File: config.mk
export PLATFORM = sky130hd
export DESIGN_NAME = elevator_order_scheduler_unit
export DESIGN_NICKNAME = d
export VERILOG_FILES = /design/src/rtl/eos_pkg.sv /design/src/rtl/elevator_order_scheduler_unit.sv
export SDC_FILE = /design/constraint.sdc
export NUM_CORES = 1
export LEC_CHECK = 0
export BUFFER_PORTS_ARGS = -buffer_cell sky130_fd_sc_hd__buf_2
export CAP_MARGIN = 0
export CORE_ASPECT_RATIO = 0.9
export CORE_MARGIN = 2
export CORE_UTILIZATION = 45
export DETAILED_ROUTE_END_ITERATION = 10
export PLACE_DENSITY = 0.6
export SLEW_MARGIN = 40
export SYNTH_ARGS = -nofsm -noshare
export SYNTH_HDL_FRONTEND = slang
export SYNTH_SLANG_ARGS = --single-unit
File: constraint.sdc
create_clock -name clk -period 4 [get_ports clk]
set_input_delay 0.2 -clock clk [delete_from_list [all_inputs] [get_ports clk]]
set_output_delay 0.2 -clock clk [all_outputs]
set_load 0.01 [all_outputs]
File: src/rtl/eos_pkg.sv
// ---------------------------------------------------------------------------
// eos_pkg
// types and constants of the elevator order scheduler
// ---------------------------------------------------------------------------
`timescale 1ns / 1ps

package eos_pkg;

  localparam int FLOOR_COUNT = 4;
  localparam int FLOOR_IDX_W = (FLOOR_COUNT > 1) ? $clog2(FLOOR_COUNT) : 1;
  // width wide enough to compare a scan index with the 2-bit floor field
  localparam int CMP_W = (FLOOR_IDX_W > 2) ? FLOOR_IDX_W : 2;

  // request kinds
  localparam logic [1:0] KIND_REGISTER  = 2'd0;
  localparam logic [1:0] KIND_CLR_FLOOR = 2'd1;
  localparam logic [1:0] KIND_CLR_ALL   = 2'd2;
  localparam logic [1:0] KIND_QUERY     = 2'd3;

  // button codes, also the bit position in one floor's order word
  localparam logic [1:0] BTN_HALL_UP   = 2'd0;
  localparam logic [1:0] BTN_HALL_DOWN = 2'd1;
  localparam logic [1:0] BTN_CABIN     = 2'd2;

  // direction codes
  localparam logic signed [1:0] DIR_DOWN = -2'sd1;
  localparam logic signed [1:0] DIR_STOP = 2'sd0;
  localparam logic signed [1:0] DIR_UP   = 2'sd1;

  typedef logic [2:0] order_t;

  typedef enum logic [3:0] {
    ST_IDLE   = 4'b0001,
    ST_UPDATE = 4'b0010,
    ST_SCAN   = 4'b0100,
    ST_EMIT   = 4'b1000
  } state_t;

endpackage

File: src/rtl/elevator_order_scheduler_unit.sv
// ---------------------------------------------------------------------------
// elevator_order_scheduler_unit
// scan-style elevator order store with stop and next-direction decision
// ---------------------------------------------------------------------------
// Each request applies one update to the per-floor order bits (register a
// hall up, hall down or cabin order, clear one floor, clear all, or nothing)
// and then yields one result: whether the car stops at the request's floor
// and which way it travels next. After acceptance the request passes through
// the update step, which applies the update, the scan, in which a single
// shared compare unit walks the order store one floor per cycle to find
// orders above and below the floor, and the result step, which forms the
// result. in_stall is high from acceptance until the result is loaded into
// the output register, so a new request is taken only once the previous
// result is loaded; the result step waits while a previous result is still
// held by out_stall. The output register lets the next request be accepted
// while a result still waits on out_stall.
`timescale 1ns / 1ps

module elevator_order_scheduler_unit
  import eos_pkg::*;
(
  input  logic              clk,
  input  logic              rst_n,
  // request channel
  input  logic              in_valid,
  output logic              in_stall,
  input  logic [1:0]        in_kind,
  input  logic [1:0]        in_button,
  input  logic [1:0]        in_floor,
  input  logic signed [1:0] in_direction,
  // result channel
  output logic              out_valid,
  input  logic              out_stall,
  output logic              out_stop_here,
  output logic signed [1:0] out_next_direction
);

  // sequencer state
  state_t state_r, state_nxt;

  // captured request fields
  logic [1:0]        kind_r;
  logic [1:0]        button_r;
  logic [1:0]        floor_r;
  logic signed [1:0] dir_r;

  // order store, one word per floor
  order_t order_r [FLOOR_COUNT];

  // scan index and the two running flags of the shared compare unit
  logic [FLOOR_IDX_W-1:0] scan_r, scan_nxt;
  logic above_r, above_nxt;
  logic below_r, below_nxt;

  // output register
  logic              out_valid_r, out_valid_nxt;
  logic              stop_r;
  logic signed [1:0] next_dir_r;

  logic in_fire;
  logic out_free;
  logic floor_ok;
  logic [FLOOR_IDX_W-1:0] floor_idx;
  logic scan_last;
  logic scan_hit;
  logic scan_is_above;
  logic scan_is_below;
  order_t here;
  logic going_up;
  logic going_down;
  logic stop_calc;
  logic signed [1:0] dir_calc;

  assign in_fire  = in_valid && !in_stall;
  assign in_stall = (state_r != ST_IDLE);
  // output slot can take a new result this cycle
  assign out_free = !out_valid_r || !out_stall;

  // floors beyond the store hold no orders and never get updated
  assign floor_ok  = (int'(floor_r) < FLOOR_COUNT);
  assign floor_idx = FLOOR_IDX_W'(floor_r);

  // shared compare unit: one floor per cycle against the request floor
  assign scan_last     = (scan_r == FLOOR_IDX_W'(FLOOR_COUNT - 1));
  assign scan_hit      = |order_r[scan_r];
  assign scan_is_above = CMP_W'(scan_r) > CMP_W'(floor_r);
  assign scan_is_below = CMP_W'(scan_r) < CMP_W'(floor_r);

  // decision from the finished scan
  assign here       = floor_ok ? order_r[floor_idx] : '0;
  assign going_up   = (dir_r == DIR_UP);
  assign going_down = (dir_r == DIR_DOWN);

  always_comb begin
    if (here[BTN_CABIN]) begin
      stop_calc = 1'b1;
    end else if (going_up) begin
      stop_calc = here[BTN_HALL_UP] || !above_r;
    end else if (going_down) begin
      stop_calc = here[BTN_HALL_DOWN] || !below_r;
    end else begin
      // stopped, or the unused direction pattern
      stop_calc = 1'b1;
    end

    // keep heading while orders lie ahead, else up, else down, else stop
    if (going_up && above_r) begin
      dir_calc = DIR_UP;
    end else if (going_down && below_r) begin
      dir_calc = DIR_DOWN;
    end else if (above_r) begin
      dir_calc = DIR_UP;
    end else if (below_r) begin
      dir_calc = DIR_DOWN;
    end else begin
      dir_calc = DIR_STOP;
    end
  end

  // sequencer
  always_comb begin
    state_nxt     = state_r;
    scan_nxt      = scan_r;
    above_nxt     = above_r;
    below_nxt     = below_r;
    out_valid_nxt = out_valid_r && out_stall;

    case (state_r)
      ST_IDLE: begin
        if (in_fire) begin
          state_nxt = ST_UPDATE;
        end
      end
      ST_UPDATE: begin
        // update lands this cycle, scan starts on the new store contents
        scan_nxt  = '0;
        above_nxt = 1'b0;
        below_nxt = 1'b0;
        state_nxt = ST_SCAN;
      end
      ST_SCAN: begin
        above_nxt = above_r || (scan_hit && scan_is_above);
        below_nxt = below_r || (scan_hit && scan_is_below);
        if (scan_last) begin
          state_nxt = ST_EMIT;
        end else begin
          scan_nxt = scan_r + 1'b1;
        end
      end
      ST_EMIT: begin
        // hold the result until the output slot frees up
        if (out_free) begin
          out_valid_nxt = 1'b1;
          state_nxt     = ST_IDLE;
        end
      end
      default: begin
        state_nxt = ST_IDLE;
      end
    endcase
  end

  // control registers
  always_ff @(posedge clk) begin
    if (!rst_n) begin
      state_r     <= ST_IDLE;
      out_valid_r <= 1'b0;
      scan_r      <= '0;
      above_r     <= 1'b0;
      below_r     <= 1'b0;
    end else begin
      state_r     <= state_nxt;
      out_valid_r <= out_valid_nxt;
      scan_r      <= scan_nxt;
      above_r     <= above_nxt;
      below_r     <= below_nxt;
    end
  end

  // request capture
  always_ff @(posedge clk) begin
    if (in_fire) begin
      kind_r   <= in_kind;
      button_r <= in_button;
      floor_r  <= in_floor;
      dir_r    <= in_direction;
    end
  end

  // order store update
  always_ff @(posedge clk) begin
    if (!rst_n) begin
      for (int i = 0; i < FLOOR_COUNT; i++) begin
        order_r[i] <= '0;
      end
    end else if (state_r == ST_UPDATE) begin
      case (kind_r)
        KIND_REGISTER: begin
          // button code 3 means nothing and is dropped
          if (floor_ok && (button_r != 2'd3)) begin
            order_r[floor_idx][button_r] <= 1'b1;
          end
        end
        KIND_CLR_FLOOR: begin
          if (floor_ok) begin
            order_r[floor_idx] <= '0;
          end
        end
        KIND_CLR_ALL: begin
          for (int i = 0; i < FLOOR_COUNT; i++) begin
            order_r[i] <= '0;
          end
        end
        KIND_QUERY: begin
        end
        default: begin
        end
      endcase
    end
  end

  // result register
  always_ff @(posedge clk) begin
    if ((state_r == ST_EMIT) && out_free) begin
      stop_r     <= stop_calc;
      next_dir_r <= dir_calc;
    end
  end

  assign out_valid          = out_valid_r;
  assign out_stop_here      = stop_r;
  assign out_next_direction = next_dir_r;

endmodule

# == Word-level counts from Yosys, hierarchy flattened ==
# Memory sizes are Yosys's and may differ from the RTL's. A register that Yosys moved wholly into a read port is not among the register bits.
# Cells that the tools add are included.
# word_totals
ff_bits,20
ram_bits,12
in_bits,12
out_inout_bits,5
word_cells,109
memories,1
# classes
addsub,1
order_cmp,4
n_eq_ne,15
muxes,44
bitwise,7
n_reduce_logical,25
# mem_list
name,depth,width,read_ports,rd_clocked_by_memory_dff,wr,line,text
order_r,4,3,2,2,4,elevator_order_scheduler_unit.sv:48,order_t order_r [FLOOR_COUNT];
# op_table
operator,n
$mux 1,21
$mux 3,7
$mux 2,8
$pmux 4 s4,1
$mux 4,3
$ne 2x2->1 const B,5
$reduce_or 3->1,3
$logic_and 1x1->1,8
$or 1x1->1,7
$eq 2x2->1 const B,3
$logic_not 1->1,5
$logic_or 1x1->1,5
$eq 2x1->1 const B,2
$eq 4x1->1 const B,1
$eq 4x2->1 const B,1
$eq 4x3->1 const B,1
$eq 4x4->1 const B,1
$ne 4x1->1 const B,1
$pmux 1 s2,2
$pmux 2 s2,1
$lt 2x3->1 const B,1
$reduce_and 3->1,1
$add 2x1->2 const B,1
$demux 1 s2,1
other kinds (6),6

# == Longest topological paths before layout ==
# Gate-level depths: netlist of the first run.
# logic_depth
word_depth,9
mapped_depth,6
ltp_nobuf,6

# == Worst setup path after synthesis of the first run ==
# OpenSTA, ideal clock, no wires.
# synth_timing
kind,reg2reg
from,register state_r[2]
to,"memory order_r[0][0] (netlist name), enable pin"
setup_time_ps,310
arrival_ps,1448
t_required_ps,3690
slack_ps,2242
stages_incl_launch_ff,6
path_buffers,2
period_less_slack_ps,1758
cell_sequence,dfxtp_1 > or4b_1 > buf_2 > o31a_1 > buf_6 > o21ai_0
# synth_lines
element,line,text
"start, declared",elevator_order_scheduler_unit.sv:39,"state_t state_r, state_nxt;"
"start signal, assigned",elevator_order_scheduler_unit.sv:172,state_r <= state_nxt;
"end, declared",elevator_order_scheduler_unit.sv:48,

==> flow_summary_export.csv, run 1 <==
group,metric,value,unit
critical_path,arrival,1.97,ns
clocking,root_buffer,"clkbuf_8",
routing,vias,1143,
grt,grt_usage,17.2,%
grt,grt_max_degree,13,
yosys,synthAdderAreaFrac,2.31,%
timing,final_hold_viol_count,0,
yosys,synth-xor-area-share,0,%
die,die_h,61.0,um
clocking,cts_tree,"done",
finish,drive_above_1_share,18.6,%
timing,setup_ws,2.02,ns
die,ios,17,
yosys,yosysSeqAreaShare,58.5,%
yosys,synthDistinctLibCells,38,
yosys,yosys.area.top_type,"edfxtp_1",
yosys,ys.flop_type,"edfxtp_1",
critical_path,endpoint_kind,"flop",
grt,grt-ovfl-total,0,
yosys,yosysWarnings,0,
timing,grt_setup_unrepaired,"no",
timing,drv_slew,0,
placed_design,io_buffer_count,16,
placed_design,routabilityCongestion,0.864,
timing,worst_slew_pin_slew,0.632,ns
critical_path,startpoint,"state_r[3]",
finish,multiInputGateArea,632,sq um
critical_path,start_kind,"flop",
routing,drtIter0Drc,38,
yosys,synth_top_family_by_area,"simple AND/OR/NAND/NOR gates",
critical_path,crit_top_cell,"o21ai_0",
clocking,cts_buffers,5,
timing,setup_viol,0,
yosys,synth_most_common_cell,"edfxtp_1",
yosys,async_flop_share,0,%
timing,min_period,1.98,ns
routing,routedWlPerCell,14.3,um
critical_path,cp_slowest_cell,"or4b_1",
hold_path,min-delay-path-class,"in -> reg",
clocking,htreeDepth,2,
grt,met1_usage,21.9,%
grt,grt_pass1_vias,1138,
clocking,ctsResizeCount,0,
finish,register_area,951,sq um
finish,nets,181,
finish,synthToLayoutAreaGrowth,12.5,%
finish,fill_cells,326,
yosys,syn_avg_cell_area,11.1,sq um
routing,vias_per_cell,5.42,
critical_path,required,3.98,ns
timing,maxSlewHeadroom,57.3,%
timing,skew,0.00800,ns
yosys,synth_seq_cells,36,
grt,grt_pass1_wl,5.14,mm
grt,top_usage_layer,"met2",
clocking,hold_buffers,0,
flow_run,max_cap_viol_count,0,
routing,first_pass_iters,4,
power,p_per_area,399,nW/um^2
yosys,synth_nets,161,
die,core_area,3430,sq um
die,die_w,67.4,um
grt,met2_usage,27.7,%
clocking,post_cts_buffers,0,
status,status,"complete, no violations",
routing,drt-total-wl,3.02,mm
critical_path,crit_type,"reg -> reg",
yosys,yosys.area_share.simple,19.1,%
power,ir_drop,0.000203,V
clocking,path_clk_slew,0.07,ns
timing,max_freq,504,MHz
yosys,synthTopCellsByCount,"edfxtp_1 (23), nor2_1 (18), o21ai_0 (17), dfxtp_1 (13), nand2_1 (12)",
critical_path,cp_max_fo,8,
yosys,synth_compound_area_share,12.2,%
clocking,clock_latency,0.28,ns
die,start_util,47.4,%
die,rows,20,
timing,timing.setup.tns,0,ns
clocking,clock-sinks,36,
placed_design,pre_cts_ws,2.01,ns
critical_path,critical_path.cell_chain,"or4b_1 > nor2_2 > o21ai_0 > o21ai_0",
grt,grt.met3_usage,6.76,%
yosys,synth_area_leaders,"edfxtp_1 (42%), dfxtp_1 (16%), o21ai_0 (5.2%)",
clocking,clk_path_buf_depth,2,
placed_design,dp_hpwl,2.31,mm
yosys,synth_cells,146,
die,dieArea,4110,sq um
critical_path,slowest_delay,0.70,ns
yosys,netlist_area,1630,sq um
hold_path,min_from,"in_direction[1]",
routing,drc,0,
timing,finalCritPeriodShare,49.6,%
critical_path,rr_startpoint,"state_r[3]",
yosys,synth_edf_count,23,
finish,antennaDiodeCount,0,
routing,ant_nets,0,
yosys,synth_top_area_share,42.5,%
yosys,synthMuxAreaShare,4.85,%
power,p_leak,0.683,nW
grt,antenna_found_initial,0,
-- report_power, final --
group / leakage, nW / internal, mW / switching, mW / total (mW)
combinational: 0.300 / 0.0286 / 0.0335 / 0.0620
sequential: 0.341 / 0.413 / 0.0161 / 0.429
clock: 0.0422 / 0.122 / 0.117 / 0.239
-- cell usage in the layout (no fill, tap or decap), types with 5 or more instances in the layout --
cell / synthesis / final
clkbuf_8: 0 / 5
edfxtp_1: 23 / 23
inv_1: 8 / 8
nor2_1: 18 / 18
nand2_1: 12 / 12
dfxtp_1: 13 / 13
o21ai_0: 17 / 17
buf_2: 1 / 16
nand3_1: 5 / 5
-- path summary, 6_finish.rpt --
path                                 endpoint  slack, ns  depth (start not counted)
worst min register to register        below_r       0.51                          2
worst max register to register  order_r[1][0]       2.02                          4
worst min-delay path                 dir_r[1]       0.09                          1
worst max-delay path            order_r[1][0]       2.02                          4
-- worst max-delay path: cells and delay by family, from the launching register on --
family	cells	cell delay [ns]
compound gates	2	0.43
flops	1	0.37
simple gates	2	0.89
-- kinds of logic after synthesis --
family / count (synthesis)
and+or+nand+nor: 59
DFF: 36
AOI/OAI and AO/OA: 33
buffers and inverters: 11
muxes: 4
adders and majority gates: 3
-- cell type report --
cell class	instances	share of cell area, %
tap	44	3.01
multi-input combinational	99	34.5
timing repair buffer	16	4.38
clock inverter	1	0.274
clock buffer	7	4.17
inverter	8	1.64
sequential	36	52.0
-- layer usage --
layer / routed length [um] / share of wire [%]
met3: 214 / 7.1
met2: 1330 / 44
met1: 1440 / 48
met5: 0 / 0
met4: 38 / 1.3
-- metrics by stage --
stage	util (%)	hold slack, ns	area, sq um	instances	total power, mW
after CTS	53.4	0.0821	1830	211	0.736
after global placement	50.8	0.376	1740	203	0.497
after floorplan	-	0.299	1630	146	0.478
after global routing	53.4	0.0735	1830	211	0.762
after detailed placement	51.0	0.378	1750	203	0.500
final	53.4	0.0881	1830	211	0.730
Note: power is estimated with default switching activity, not from simulation.
==> run 2: changes to the inputs <==
--- a/config.mk
+++ b/config.mk
@@ -11,7 +11,7 @@
 export CORE_MARGIN = 2
 export CORE_UTILIZATION = 45
 export DETAILED_ROUTE_END_ITERATION = 10
-export PLACE_DENSITY = 0.6
+export PLACE_DENSITY = 0.62
 export SLEW_MARGIN = 40
 export SYNTH_ARGS = -nofsm -noshare
 export SYNTH_HDL_FRONTEND = slang
==> constraint.sdc (replaced) <==
create_clock -name clk -period 1.69 [get_ports clk]
set_input_delay 0.0845 -clock clk [delete_from_list [all_inputs] [get_ports clk]]
set_output_delay 0.0845 -clock clk [all_outputs]
set_load 0.01 [all_outputs]
==> flow_summary_export.csv, run 2 (synthesized netlist as in run 1, its figures left out) <==
group,metric,value,unit
die,core_area,3430,sq um
finish,final_common_cell,"edfxtp_1",
timing,min_period,1.65,ns
die,start_util,47.4,%
routing,routedWlPerCell,14.8,um
power,power_frac_comb,11.5,%
power,internal_power,1.36,mW
grt,grt_usage,19.7,%
clocking,path_clk_slew,0.06,ns
timing,skew,0.0105,ns
die,ios,17,
clocking,cts_tree,"done",
hold_path,min-delay-path-class,"in -> reg",
routing,drt-total-wl,3.41,mm
placed_design,io_buffer_count,16,
critical_path,required,1.68,ns
timing,setup_ws,0.0399,ns
critical_path,cp_top_family,"simple AND/OR/NAND/NOR gates",
routing,first_pass_iters,4,
critical_path,crit_type,"reg -> reg",
timing,final_hold_viol_count,0,
timing,drv_slew,0,
critical_path,arrival,1.64,ns
grt,antenna_found_initial,0,
clocking,cts_buffers,5,
critical_path,worst-path-buf-inv,0,
routing,ant_nets,0,
critical_path,slowest_delay,0.58,ns
placed_design,pre_cts_ws,-0.0722,ns
power,pwr-share-seq,56.7,%
routing,vias_per_cell,5.34,
critical_path,start_kind,"flop",
placed_design,dp_hpwl,2.44,mm
critical_path,critical_path.cell_chain,"or4b_4 > o31a_1 > o21ai_1",
grt,grt_max_degree,14,
timing,max_freq,606,MHz
finish,drive_above_1_share,25.8,%
timing,grt_setup_unrepaired,"yes",
placed_design,dpl-instance-area,1820,sq um
routing,drtIter0Drc,68,
routing,vias,1229,
die,die_h,61.0,um
critical_path,cp_max_fo,6,
status,status,"complete, no violations",
clocking,clk_path_buf_depth,2,
die,dieArea,4110,sq um
flow_run,max_cap_viol_count,0,
clocking,clock_latency,0.29,ns
placed_design,routabilityCongestion,0.766,
placed_design,numPlacedInstances,213,
power,p_leak,0.778,nW
grt,grt-ovfl-total,0,
critical_path,cp_slowest_cell,"or4b_4",
finish,final_cell_mix,"edfxtp_1 (23), nor2_1 (18), buf_2 (16)",
timing,maxSlewHeadroom,74.6,%
power,p_sw,0.422,mW
die,rows,20,
grt,grt_pass1_vias,1231,
die,die_w,67.4,um
critical_path,endpoint_kind,"flop",
finish,synthToLayoutAreaGrowth,24.6,%
clocking,root_buffer,"clkbuf_8",
finish,antennaDiodeCount,0,
grt,grt_pass1_wl,5.55,mm
timing,setup_viol,0,
power,p_per_area,881,nW/um^2
power,clock_power_share,31.8,%
power,swShare,23.6,%
finish,nets,200,
timing,finalCritPeriodShare,97.6,%
power,ir_drop,0.000514,V
clocking,clock-sinks,36,
clocking,htreeDepth,2,
timing,worst_slew_pin_slew,0.381,ns
routing,drc,0,
finish,final_area,2030,sq um
finish,finalNonFillerCells,230,
==> run 2: through the flow <==
stage	TNS [ns]	utilization, %	total power, mW	hold WS (ns)
2_1_floorplan	-0.676	-	1.13	0.183
5_1_grt	-0.0221	59.1	1.86	0.0781
3_3_place_gp	-0.287	53.0	1.20	0.262
4_1_cts	-0.0106	58.0	1.78	0.0733
3_5_place_dp	-0.619	53.0	1.21	0.263
6_report	0	59.1	1.79	0.0719
==> run 2: path summary, 6_finish.rpt <==
check,from,cells after the start,slack (ns),end
worst max-delay path,state_r[3],3,0.04,order_r[3][2]
worst min-delay path,in_valid,2,0.07,state_r[1]
worst max register to register,state_r[3],3,0.04,order_r[3][2]
worst min register to register,above_r,2,0.50,above_r
==> run 2: power groups by stage <==
stage | registers (mW) | logic [mW] | clock network (mW)
2_1_floorplan | 1.02 | 0.109 | 0
3_3_place_gp | 1.03 | 0.173 | 0
3_5_place_dp | 1.03 | 0.177 | 0
4_1_cts | 1.01 | 0.197 | 0.574
5_1_grt | 1.02 | 0.224 | 0.616
6_report | 1.01 | 0.205 | 0.568
==> run 2: layer usage <==
| layer | global-route usage (%) | vias up | wire, um |
|---|---|---|---|
| met5 | 0 | - | 0 |
| met4 | 9.91 | 0 | 61 |
| met3 | 6.03 | 8 | 158 |
| met2 | 33.1 | 36 | 1630 |
| met1 | 23.2 | 565 | 1560 |
| li1 | - | 620 | - |
==> run 2: layout make-up <==
type	instances	area [sq um]
clock buffers	6	72.6
clock inverters	2	7.51
repair buffers	34	235
flip-flops and latches	36	952
well taps	44	55.1
multi-input cells	100	674
inverters	8	30.0
fillers	275	1400
==> run 2: repair_timing <==
action | in CTS | in global routing
cloned | 1 | 0
setup endpoints to repair | 14 | 25
buffers inserted | 0 | 0
hold buffers | 8 | 0
gates resized for setup | 8 | 15
pin swaps | 2 | 8
endpoints found under the hold margin | 8 | 0
